`src/rtl/adrift_pkg.sv`:
```
package adrift_pkg;

   localparam int ALT_W = 24;
   localparam int DEV_W = 24;
   localparam int THR_W = 24;

   localparam logic [THR_W-1:0] THRESHOLD_RESET = 24'd320;

   localparam int CSR_ADDR_W = 3;
   localparam int CSR_DATA_W = 32;
   localparam int REG_IDX_W = CSR_ADDR_W - 2;

   localparam logic [REG_IDX_W-1:0] REG_DRIFT_LIMIT = 1'b0;

   typedef enum logic [1:0] {
      PH_WAIT    = 2'd0,
      PH_GATHER  = 2'd1,
      PH_MONITOR = 2'd2
   } phase_type;

   typedef enum logic [1:0] {
      ITEM_QUIET = 2'd0,
      ITEM_REF   = 2'd1,
      ITEM_MON   = 2'd2
   } kind_type;

endpackage

```
`src/rtl/adrift_if.sv`:
```
interface adrift_req_if;
   logic                                 valid;
   logic                                 ready;
   logic signed [adrift_pkg::ALT_W-1:0]  altitude;

   modport source (output valid, output altitude, input ready);
   modport sink (input valid, input altitude, output ready);
endinterface

interface adrift_rsp_if;
   logic                           valid;
   logic                           ready;
   logic                           reference_ready;
   logic                           batch_done;
   logic                           drift_exceeded;
   logic [adrift_pkg::DEV_W-1:0]   max_deviation;

   modport source (output valid, output reference_ready, output batch_done,
                   output drift_exceeded, output max_deviation, input ready);
   modport sink (input valid, input reference_ready, input batch_done,
                 input drift_exceeded, input max_deviation, output ready);
endinterface

```
`src/rtl/altitude_drift_detector_unit.sv`:
```
// altitude drift detector
// req_chan carries one signed altitude word (1/16 cm) per handshake, rsp_chan returns
// exactly one result word per altitude word, in order.
// the first word after reset is dropped, the next BATCH words set the reference
// (their rounded mean), then every later word is checked against the reference
// and each run of BATCH words ends with a drift flag against the drift limit.
// pipeline: input register, control stage, result register; a word moves from the input
// register through the middle stage into the result register and out on rsp_chan.
// throughput is one word per cycle unless rsp_chan stalls; the reference divide
// is one constant multiply in the middle stage, done in time for the word right
// behind it. when rsp_chan stalls the stages fill up and req_chan.ready falls once all
// three hold a word; an empty stage still takes a word while a result waits.
// reset (synchronous) empties the pipeline, returns to waiting for the first
// word and sets the drift limit to 320 (20 cm).
// the drift limit sits at byte address 0 of the apb port, pready is always high.
module altitude_drift_detector_unit #(
   parameter int BATCH = 15
) (
   input  logic                                   clock,
   input  logic                                   reset,
   adrift_req_if.sink                             req_chan,
   adrift_rsp_if.source                           rsp_chan,
   input  logic                                   psel,
   input  logic                                   penable,
   input  logic                                   pwrite,
   input  logic [adrift_pkg::CSR_ADDR_W-1:0]      paddr,
   input  logic [adrift_pkg::CSR_DATA_W-1:0]      pwdata,
   output logic [adrift_pkg::CSR_DATA_W-1:0]      prdata,
   output logic                                   pready
);

   localparam int ALT_W = adrift_pkg::ALT_W;
   localparam int DEV_W = adrift_pkg::DEV_W;
   localparam int THR_W = adrift_pkg::THR_W;
   localparam int CSR_DATA_W = adrift_pkg::CSR_DATA_W;
   localparam int CNT_W = (BATCH > 1) ? $clog2(BATCH) : 1;
   localparam int SUM_W = ALT_W + $clog2(BATCH);
   localparam int NUM_W = SUM_W + 2;
   localparam int DIV = 2 * BATCH;
   localparam int K = NUM_W + $clog2(DIV);
   localparam int RCP_W = NUM_W + 1;
   localparam int PROD_W = NUM_W + RCP_W;
   localparam logic [63:0] RCP_FULL = ((64'd1 << K) + 64'(DIV) - 64'd1) / 64'(DIV);
   localparam logic [RCP_W-1:0] RCP = RCP_FULL[RCP_W-1:0];
   localparam logic [CNT_W-1:0] LAST = CNT_W'(BATCH - 1);

   // handshake flow
   logic s1_valid_ff, s2_valid_ff, out_valid_ff;
   logic out_take, s2_move, s2_free, s1_move, s1_free, req_acc;

   assign out_take = !out_valid_ff || rsp_chan.ready;
   assign s2_move  = s2_valid_ff && out_take;
   assign s2_free  = !s2_valid_ff || out_take;
   assign s1_move  = s1_valid_ff && s2_free;
   assign s1_free  = !s1_valid_ff || s2_free;
   assign req_acc  = req_chan.valid && s1_free;
   assign req_chan.ready = s1_free;

   // configuration
   logic [THR_W-1:0] threshold_ff;
   logic [adrift_pkg::REG_IDX_W-1:0] reg_idx;
   logic csr_write;

   assign reg_idx   = paddr[adrift_pkg::CSR_ADDR_W-1:2];
   assign csr_write = psel && penable && pwrite;
   assign pready    = 1'b1;
   assign prdata    = (reg_idx == adrift_pkg::REG_DRIFT_LIMIT) ?
                      CSR_DATA_W'(threshold_ff) : '0;

   always_ff @(posedge clock) begin
      if (reset) begin
         threshold_ff <= adrift_pkg::THRESHOLD_RESET;
      end else if (csr_write && reg_idx == adrift_pkg::REG_DRIFT_LIMIT) begin
         threshold_ff <= pwdata[THR_W-1:0];
      end
   end

   // input register
   logic signed [ALT_W-1:0] s1_alt_ff;

   always_ff @(posedge clock) begin
      if (reset) begin
         s1_valid_ff <= 1'b0;
      end else if (req_acc) begin
         s1_valid_ff <= 1'b1;
      end else if (s1_move) begin
         s1_valid_ff <= 1'b0;
      end
   end

   always_ff @(posedge clock) begin
      if (req_acc) begin
         s1_alt_ff <= req_chan.altitude;
      end
   end

   // control stage: phase, count and reference sum
   adrift_pkg::phase_type phase_ff, phase_in;
   logic [CNT_W-1:0] count_ff, count_in;
   logic signed [SUM_W-1:0] sum_ff, sum_in, sum_add;
   logic signed [NUM_W-1:0] sum_ext, num_pos, num_neg;
   logic last_word;
   adrift_pkg::kind_type kind_in;

   assign sum_add   = sum_ff + SUM_W'(s1_alt_ff);
   assign sum_ext   = NUM_W'(sum_add);
   assign num_pos   = (sum_ext <<< 1) + NUM_W'(BATCH);
   assign num_neg   = NUM_W'(BATCH) - (sum_ext <<< 1);
   assign last_word = (count_ff == LAST);

   always_comb begin
      case (phase_ff)
         adrift_pkg::PH_WAIT:   phase_in = adrift_pkg::PH_GATHER;
         adrift_pkg::PH_GATHER: phase_in = last_word ? adrift_pkg::PH_MONITOR :
                                                       adrift_pkg::PH_GATHER;
         default:               phase_in = adrift_pkg::PH_MONITOR;
      endcase
   end

   always_comb begin
      kind_in  = adrift_pkg::ITEM_QUIET;
      count_in = count_ff;
      sum_in   = sum_ff;
      case (phase_ff)
         adrift_pkg::PH_WAIT: begin
            count_in = '0;
            sum_in   = '0;
         end
         adrift_pkg::PH_GATHER: begin
            if (last_word) begin
               kind_in  = adrift_pkg::ITEM_REF;
               count_in = '0;
               sum_in   = '0;
            end else begin
               count_in = count_ff + 1'b1;
               sum_in   = sum_add;
            end
         end
         default: begin
            kind_in  = adrift_pkg::ITEM_MON;
            count_in = last_word ? '0 : count_ff + 1'b1;
         end
      endcase
   end

   always_ff @(posedge clock) begin
      if (reset) begin
         phase_ff <= adrift_pkg::PH_WAIT;
         count_ff <= '0;
         sum_ff   <= '0;
      end else if (s1_move) begin
         phase_ff <= phase_in;
         count_ff <= count_in;
         sum_ff   <= sum_in;
      end
   end

   // middle stage registers
   adrift_pkg::kind_type s2_kind_ff;
   logic s2_last_ff, s2_neg_ff;
   logic signed [ALT_W-1:0] s2_alt_ff;
   logic [NUM_W-1:0] s2_num_ff;

   always_ff @(posedge clock) begin
      if (reset) begin
         s2_valid_ff <= 1'b0;
      end else if (s1_move) begin
         s2_valid_ff <= 1'b1;
      end else if (s2_move) begin
         s2_valid_ff <= 1'b0;
      end
   end

   always_ff @(posedge clock) begin
      if (s1_move) begin
         s2_kind_ff <= kind_in;
         s2_last_ff <= last_word;
         s2_alt_ff  <= s1_alt_ff;
         s2_neg_ff  <= sum_add[SUM_W-1];
         s2_num_ff  <= sum_add[SUM_W-1] ? num_neg : num_pos;
      end
   end

   // mean = floor((2|sum| + n) / 2n) by reciprocal multiply, sign put back after
   logic [PROD_W-1:0] product;
   logic [ALT_W-1:0] quot, quot_neg;
   logic signed [ALT_W-1:0] reference_ff, reference_in;

   assign product  = s2_num_ff * RCP;
   assign quot     = product[K +: ALT_W];
   assign quot_neg = ALT_W'(~quot + ALT_W'(1));
   assign reference_in = s2_neg_ff ? quot_neg : quot;

   // deviation against the reference
   logic signed [ALT_W:0] dev;
   logic [ALT_W:0] dev_mag;
   logic [DEV_W-1:0] dev_sat, peak_ff, peak_new, peak_in;
   logic exceeded;

   assign dev      = (ALT_W + 1)'(s2_alt_ff) - (ALT_W + 1)'(reference_ff);
   assign dev_mag  = dev[ALT_W] ? (ALT_W + 1)'(-dev) : dev;
   assign dev_sat  = dev_mag[ALT_W] ? '1 : dev_mag[DEV_W-1:0];
   assign peak_new = (dev_sat > peak_ff) ? dev_sat : peak_ff;
   assign exceeded = (peak_new > threshold_ff);

   logic o_ready_in, o_done_in, o_exceeded_in;
   logic [DEV_W-1:0] o_maxdev_in;
   logic ref_load;

   always_comb begin
      o_ready_in    = 1'b0;
      o_done_in     = 1'b0;
      o_exceeded_in = 1'b0;
      o_maxdev_in   = '0;
      ref_load      = 1'b0;
      peak_in       = peak_ff;
      case (s2_kind_ff)
         adrift_pkg::ITEM_REF: begin
            o_ready_in = 1'b1;
            ref_load   = 1'b1;
            peak_in    = '0;
         end
         adrift_pkg::ITEM_MON: begin
            o_ready_in    = 1'b1;
            o_maxdev_in   = peak_new;
            o_done_in     = s2_last_ff;
            o_exceeded_in = s2_last_ff && exceeded;
            peak_in       = s2_last_ff ? '0 : peak_new;
         end
         default: begin
            peak_in = peak_ff;
         end
      endcase
   end

   always_ff @(posedge clock) begin
      if (reset) begin
         reference_ff <= '0;
         peak_ff      <= '0;
      end else if (s2_move) begin
         if (ref_load) begin
            reference_ff <= reference_in;
         end
         peak_ff <= peak_in;
      end
   end

   // result register
   logic o_ready_ff, o_done_ff, o_exceeded_ff;
   logic [DEV_W-1:0] o_maxdev_ff;

   always_ff @(posedge clock) begin
      if (reset) begin
         out_valid_ff <= 1'b0;
      end else if (s2_move) begin
         out_valid_ff <= 1'b1;
      end else if (rsp_chan.ready) begin
         out_valid_ff <= 1'b0;
      end
   end

   always_ff @(posedge clock) begin
      if (s2_move) begin
         o_ready_ff    <= o_ready_in;
         o_done_ff     <= o_done_in;
         o_exceeded_ff <= o_exceeded_in;
         o_maxdev_ff   <= o_maxdev_in;
      end
   end

   assign rsp_chan.valid           = out_valid_ff;
   assign rsp_chan.reference_ready = o_ready_ff;
   assign rsp_chan.batch_done      = o_done_ff;
   assign rsp_chan.drift_exceeded  = o_exceeded_ff;
   assign rsp_chan.max_deviation   = o_maxdev_ff;

endmodule
```
`src/flat_wrapper.sv`:
```
// flat-port wrapper written by rule: the top's interface ports become plain ports
module altitude_drift_detector_unit_flat 
#(
   parameter int BATCH = 15
)
  (clock, reset, psel, penable, pwrite, paddr, pwdata, prdata, pready, req_chan_valid, req_chan_altitude, req_chan_ready, rsp_chan_valid, rsp_chan_reference_ready, rsp_chan_batch_done, rsp_chan_drift_exceeded, rsp_chan_max_deviation, rsp_chan_ready);
  adrift_req_if req_chan_i ();
  adrift_rsp_if rsp_chan_i ();
  input  logic clock;
  input  logic reset;
  input  logic psel;
  input  logic penable;
  input  logic pwrite;
  input  logic [adrift_pkg::CSR_ADDR_W-1:0] paddr;
  input  logic [adrift_pkg::CSR_DATA_W-1:0] pwdata;
  output logic [adrift_pkg::CSR_DATA_W-1:0] prdata;
  output logic pready;
  input wire logic [$bits(req_chan_i.valid)-1:0] req_chan_valid;
  input wire logic [$bits(req_chan_i.altitude)-1:0] req_chan_altitude;
  output wire logic [$bits(req_chan_i.ready)-1:0] req_chan_ready;
  output wire logic [$bits(rsp_chan_i.valid)-1:0] rsp_chan_valid;
  output wire logic [$bits(rsp_chan_i.reference_ready)-1:0] rsp_chan_reference_ready;
  output wire logic [$bits(rsp_chan_i.batch_done)-1:0] rsp_chan_batch_done;
  output wire logic [$bits(rsp_chan_i.drift_exceeded)-1:0] rsp_chan_drift_exceeded;
  output wire logic [$bits(rsp_chan_i.max_deviation)-1:0] rsp_chan_max_deviation;
  input wire logic [$bits(rsp_chan_i.ready)-1:0] rsp_chan_ready;
  assign req_chan_i.valid = req_chan_valid;
  assign req_chan_i.altitude = req_chan_altitude;
  assign req_chan_ready = req_chan_i.ready;
  assign rsp_chan_valid = rsp_chan_i.valid;
  assign rsp_chan_reference_ready = rsp_chan_i.reference_ready;
  assign rsp_chan_batch_done = rsp_chan_i.batch_done;
  assign rsp_chan_drift_exceeded = rsp_chan_i.drift_exceeded;
  assign rsp_chan_max_deviation = rsp_chan_i.max_deviation;
  assign rsp_chan_i.ready = rsp_chan_ready;
  altitude_drift_detector_unit #(.BATCH(BATCH)) u_core (.clock(clock), .reset(reset), .req_chan(req_chan_i), .rsp_chan(rsp_chan_i), .psel(psel), .penable(penable), .pwrite(pwrite), .paddr(paddr), .pwdata(pwdata), .prdata(prdata), .pready(pready));
endmodule
```
`config.mk`:
```
export PLATFORM = sky130hd
export DESIGN_NAME = altitude_drift_detector_unit_flat
export DESIGN_NICKNAME = d
export VERILOG_FILES = /design/src/rtl/adrift_pkg.sv /design/src/rtl/adrift_if.sv /design/src/rtl/altitude_drift_detector_unit.sv /design/src/flat_wrapper.sv
export SDC_FILE = /design/constraint.sdc
export NUM_CORES = 1
export LEC_CHECK = 0
export ABC_AREA = 1
export ABC_CLOCK_PERIOD_IN_PS = 6100
export BUFFER_PORTS_ARGS = -buffer_cell sky130_fd_sc_hd__buf_2
export CORE_ASPECT_RATIO = 1.2
export CORE_MARGIN = 8
export CORE_UTILIZATION = 55
export DETAILED_ROUTE_END_ITERATION = 8
export PLACE_DENSITY = 0.75
export SLEW_MARGIN = 20
export SYNTH_ARGS = -nofsm -noshare
export SYNTH_HDL_FRONTEND = slang
export SYNTH_SLANG_ARGS = --single-unit
```
`constraint.sdc`:
```
create_clock -name clock -period 6.1 [get_ports clock]
set_clock_uncertainty 0.05 [all_clocks]
set_input_delay 1.22 -clock clock [delete_from_list [all_inputs] [get_ports clock]]
set_output_delay 1.22 -clock clock [all_outputs]
set_load 0.01 [all_outputs]
```
# == After elaboration in Yosys (flattened, before gate mapping) ==
# Cells that the tools add are included.
# totals
regBits,218
elab_cells,82
output_inout_bits,62
# classes
n_reduce_logical,23
bitwise_logic,2
muxes,24
n_mul,1
n_lt_le_gt_ge,2
n_eq_ne,4
addsub,7
# op_table
operator,count
$mux 24,5
$mul 30x31->59 const B,1
$pmux 28 s2,1
$gt 24x24->1,2
$pmux 24 s2,1
$add 29x5->30 const B,1
$mux 30,1
$sub 5x29->30 const A,1
$add 28x24->28,1
$mux 28,1
$mux 25,1
$neg 25->25,1
$sub 24x24->25,1
$add 24x1->24 const B,1
$not 24->24,1
$reduce_bool 2->1,5
$mux 1,9
$mux 4,2
$pmux 2 s2,2
$logic_and 1x1->1,7
$reduce_and 2->1,3
$add 4x1->4 const B,1
$eq 2x1->1 const B,2
$eq 4x4->1 const B,1
7 further kinds,11

# == Depth between registers and ports, before layout ==
# logic_depth
ltp_word,8
mapped_depth,42
ltp_nobuf,41

# == Worst setup path before layout ==
# OpenSTA, ideal clock, no wires.
# synth_timing
path_type,reg2reg
start,reg u_core.s2_num_ff[27]
end,reg u_core.reference_ff[8]
arrival_ns,5.711
stages_incl_launch_ff,29
slack_ns,0.210
setup_ns,0.128
cell_sequence,edfxtp_1 ha_1 fa_1 fa_1 fa_1 inv_1 fa_1 inv_1 fa_1 fa_1 ha_1 ha_1 nand2_1 nor2_1 inv_1 nor2_1 inv_1 o21ai_0 inv_1 nand2_1 nand2_1 nand2_1 ha_1 inv_1 nor2_1 inv_1 o21ai_0 xor2_1 a21oi_1
# synth_between
elab_chain_len,4
# synth_lines
element,line,source
from (decl),altitude_drift_detector_unit.sv:162,logic [NUM_W-1:0] s2_num_ff;
from (signal assigned),altitude_drift_detector_unit.sv:180,s2_num_ff <= sum_add[SUM_W-1] ? num_neg : num_pos;
$mul 30x31->59 (*),altitude_drift_detector_unit.sv:189,assign product = s2_num_ff * RCP;
$not 24->24,altitude_drift_detector_unit.sv:191,assign quot_neg = ALT_W'(~quot + ALT_W'(1));
$add 24x1->24,altitude_drift_detector_unit.sv:191,
$mux 24 (*),altitude_drift_detector_unit.sv:192,assign reference_in = s2_neg_ff ? quot_neg : quot;
to (signal assigned),altitude_drift_detector_unit.sv:242,reference_ff <= reference_in;
to (decl),altitude_drift_detector_unit.sv:187,"logic signed [ALT_W-1:0] reference_ff, reference_in;"
# Mark *: on every way between the ends. The rest lies on a longest branch, timed or not.
# A chain may end at the register's enable or synchronous reset.

# == Worst setup path in the final report ==
# layout_timing
start,reg u_core.s2_num_ff[29]
end,reg u_core.reference_ff[20]
# The elaborated chain is that of the path after synthesis.

==> results.json <==
{
  "status": "finished with violations",
  "failed_checks": "setup timing",
  "finalCritPeriodShare_pct": 104,
  "postSynthAreaPerCell_um2": 7.12,
  "die-area_um2": 53100,
  "cpMostUsedCell": "nand2_2",
  "numPortBuffers": 108,
  "synthTopCellsByArea": "ha_1 19%, nand2_1 13%, edfxtp_1 13%",
  "htreeDepth": 1,
  "yosysWarnings": 0,
  "totalWireLength_um": 75600,
  "whs_endpoint": "u_core.peak_ff[16]$_SDFFE_PP0P_",
  "worstHoldPathCells": 2,
  "hold-worst-slack_ns": 0.415,
  "dr_total_vias": 24500,
  "r2r-start": "u_core.s2_num_ff[29]$_DFFE_PP_",
  "drt_iter0_drc": 1898,
  "via_per_inst": 5.42,
  "synth_most_common_cell": "nand2_1",
  "rows": 86,
  "cp.required_ns": 6.52,
  "post_drt_wl_per_cell_um": 16.8,
  "clock_latency_ns": 0.55,
  "grtUsageTotal_pct": 26.3,
  "synth_edf_count": 108,
  "antenna_found_initial": 1,
  "fin_nets": 4442,
  "ys.flop_type": "dfxtp_1",
  "layout-drive-gt1-share_pct": 20.0,
  "grt_pass1_wl_um": 114000,
  "slew_headroom_pct": 28.6,
  "cts_tree": "done",
  "root_buffer": "clkbuf_16",
  "grt.overflow.total": 0,
  "multi_input_area_um2": 18400,
  "drv_cap": 0,
  "syn_area_um2": 25300,
  "die_x_um": 212,
  "rrSetupSlack_ns": -0.27,
  "io-pin-count": 128,
  "tightest_slew_ns": 1.07,
  "ys_seq_area_share_pct": 21.5,
  "crit_fanout": 3,
  "setup_viol": 22,
  "max_freq_mhz": 157,
  "async_reset_ff_share_pct": 0,
  "dieHeight_um": 251,
  "crit_path_max_incr_delay_ns": 0.64,
  "critPathLaunchType": "flop",
  "rsz0062_at_grt": "true",
  "hp-start": "u_core.peak_ff[16]$_SDFFE_PP0P_",
  "hpwlAfterDp_um": 59400,
  "fill_cells": 3889,
  "seqCellArea_um2": 5430,
  "end_kind": "flop",
  "pre_cts_ws_ns": -0.356,
  "yosysTopAreaCellShare_pct": 18.6,
  "cp_slowest_cell": "fa_1",
  "critPathArrivalTime_ns": 6.79,
  "timing.rr.end": "u_core.reference_ff[20]$_SDFFE_PP0P_",
  "syn_inst": 3552,
  "fin_util_pct": 66.9,
  "cts_buffer_depth": 3,
  "layout_min_cycle_time_ns": 6.37,
  "fin_cells": 4514,
  "clock_sinks": 217,
  "ant_nets": 0,
  "syn2layout_area_growth_pct": 20.7,
  "synth-seq-cells": 217,
  "dp_cells": 4423,
  "synth_top_cells_by_count": "894 x nand2_1, 653 x inv_1, 376 x ha_1",
  "dr.pass1.iters": 6,
  "drv_slew": 0,
  "path_class": "flop to flop",
  "post-route-drc-count": 0,
  "hp-class": "flop to flop",
  "initial_core_util_pct": 55.4,
  "coreArea_um2": 45600,
  "numCtsBuffers": 26,
  "reg2reg_depth": 32,
  "grt_pass1_vias": 22800,
  "yosys.area.top_type": "ha_1",
  "grt_max_degree": 54,
  "hold_viol": 0,
  "setup_slack_ns": -0.271,
  "ys_types": 55,
  "antenna_cells": 0,
  "path_clk_slew_ns": 0.06,
  "gp_routability_congestion": 1.02
}
[registers in the layout, indices dropped and copies added (netlist names)]
name and cells:
u_core.rsp_chan.max_deviation 24, u_core.rsp_chan.valid 1, u_core.s2_neg_ff 1, u_core.count_ff 4
u_core.s2_valid_ff 1, u_core.s1_valid_ff 1, u_core.s1_alt_ff 24, u_core.reference_ff 24
u_core.rsp_chan.batch_done 1, u_core.s2_alt_ff 24, u_core.s2_last_ff 1, u_core.s2_kind_ff 2
u_core.rsp_chan.reference_ready 1, u_core.phase_ff 2, u_core.sum_ff 28, u_core.peak_ff 24
u_core.s2_num_ff 29, u_core.threshold_ff 24, u_core.rsp_chan.drift_exceeded 1
[metal layers]
metal / routed length [um] / GRT usage [%] / up-vias / share of wire, %
li1: - / - / 12100 / -
met1: 30900 / 33.5 / 11300 / 41
met2: 35900 / 45.0 / 904 / 47
met3: 5170 / 3.58 / 232 / 6.8
met4: 3640 / 9.42 / 2 / 4.8
met5: 16 / 0 / - / 0.021
[cell families after synthesis]
group | count (synthesis) | share of synthesized area (%)
AOI/OAI and AO/OA | 442 | 9.72
DFF | 217 | 21.5
adders and majority gates | 498 | 28.3
buffers and inverters | 744 | 11.3
xor gates and xnor gates | 69 | 2.73
and+or+nand+nor | 1580 | 26.5
other | 2 | 0.0297
[worst max-delay path by stage]
stage	start	end	slack (ns)
after floorplan	u_core.s2_num_ff[27]$_DFFE_PP_	u_core.reference_ff[8]$_SDFFE_PP0P_	0.21
after global placement	u_core.s2_num_ff[29]$_DFFE_PP_	u_core.reference_ff[14]$_SDFFE_PP0P_	-0.31
after detailed placement	u_core.s2_num_ff[27]$_DFFE_PP_	u_core.reference_ff[14]$_SDFFE_PP0P_	-0.36
after CTS	u_core.s2_num_ff[29]$_DFFE_PP_	u_core.reference_ff[16]$_SDFFE_PP0P_	-0.01
after global routing	u_core.s2_num_ff[27]$_DFFE_PP_	u_core.reference_ff[20]$_SDFFE_PP0P_	-0.50
final	u_core.s2_num_ff[29]$_DFFE_PP_	u_core.reference_ff[20]$_SDFFE_PP0P_	-0.27
[final cells by class]
| type | instances | share of cell area, % |
|---|---|---|
| clock buffers | 30 | 2.35 |
| clock inverters | 18 | 0.574 |
| inverters | 683 | 8.40 |
| multi-input cells | 2599 | 60.3 |
| flip-flops and latches | 217 | 17.8 |
| well taps | 616 | 2.53 |
| repair buffers | 351 | 8.03 |
[layout by cell type, fill, tap and decap left out, types with 34 or more instances in the layout]
master,instances
inv_2,51
fa_1,112
dfxtp_1,107
nor2_1,264
ha_4,39
o21ai_0,98
ha_1,328
nor3_1,34
nand2_1,828
a21oi_1,197
nand2_2,70
nand3_1,156
inv_1,629
nor2_2,51
buf_2,109
nand4_1,78
edfxtp_1,108
buf_4,231
xor2_1,46
[stage by stage]
stage	instance area (um^2)	setup TNS, ns
after global placement	27900	-4.79
after floorplan	25300	0
after CTS	29300	-0.0113
final	30500	-3.60
after detailed placement	27900	-5.94
after global routing	30500	-8.30
[repair_timing]
item / 4_1_cts / 5_1_grt
resized for setup: 102 / 243
cloned: 0 / 2
pin swaps: 34 / 94
setup buffers: 8 / 33
hold buffers: 0 / 0
endpoints found under the setup margin: 23 / 23
[critical path: cells and delay by family (launching register included)]
kind | cells | cell delay, ns
AOI/OAI and AO/OA | 2 | 0.35
adders and majority gates | 9 | 3.67
buffers and inverters | 6 | 0.43
DFF | 1 | 0.41
and+or+nand+nor | 15 | 1.37
Power is not shown: default switching activity piles up to over one toggle a cycle in this logic, so the estimate is an artifact.
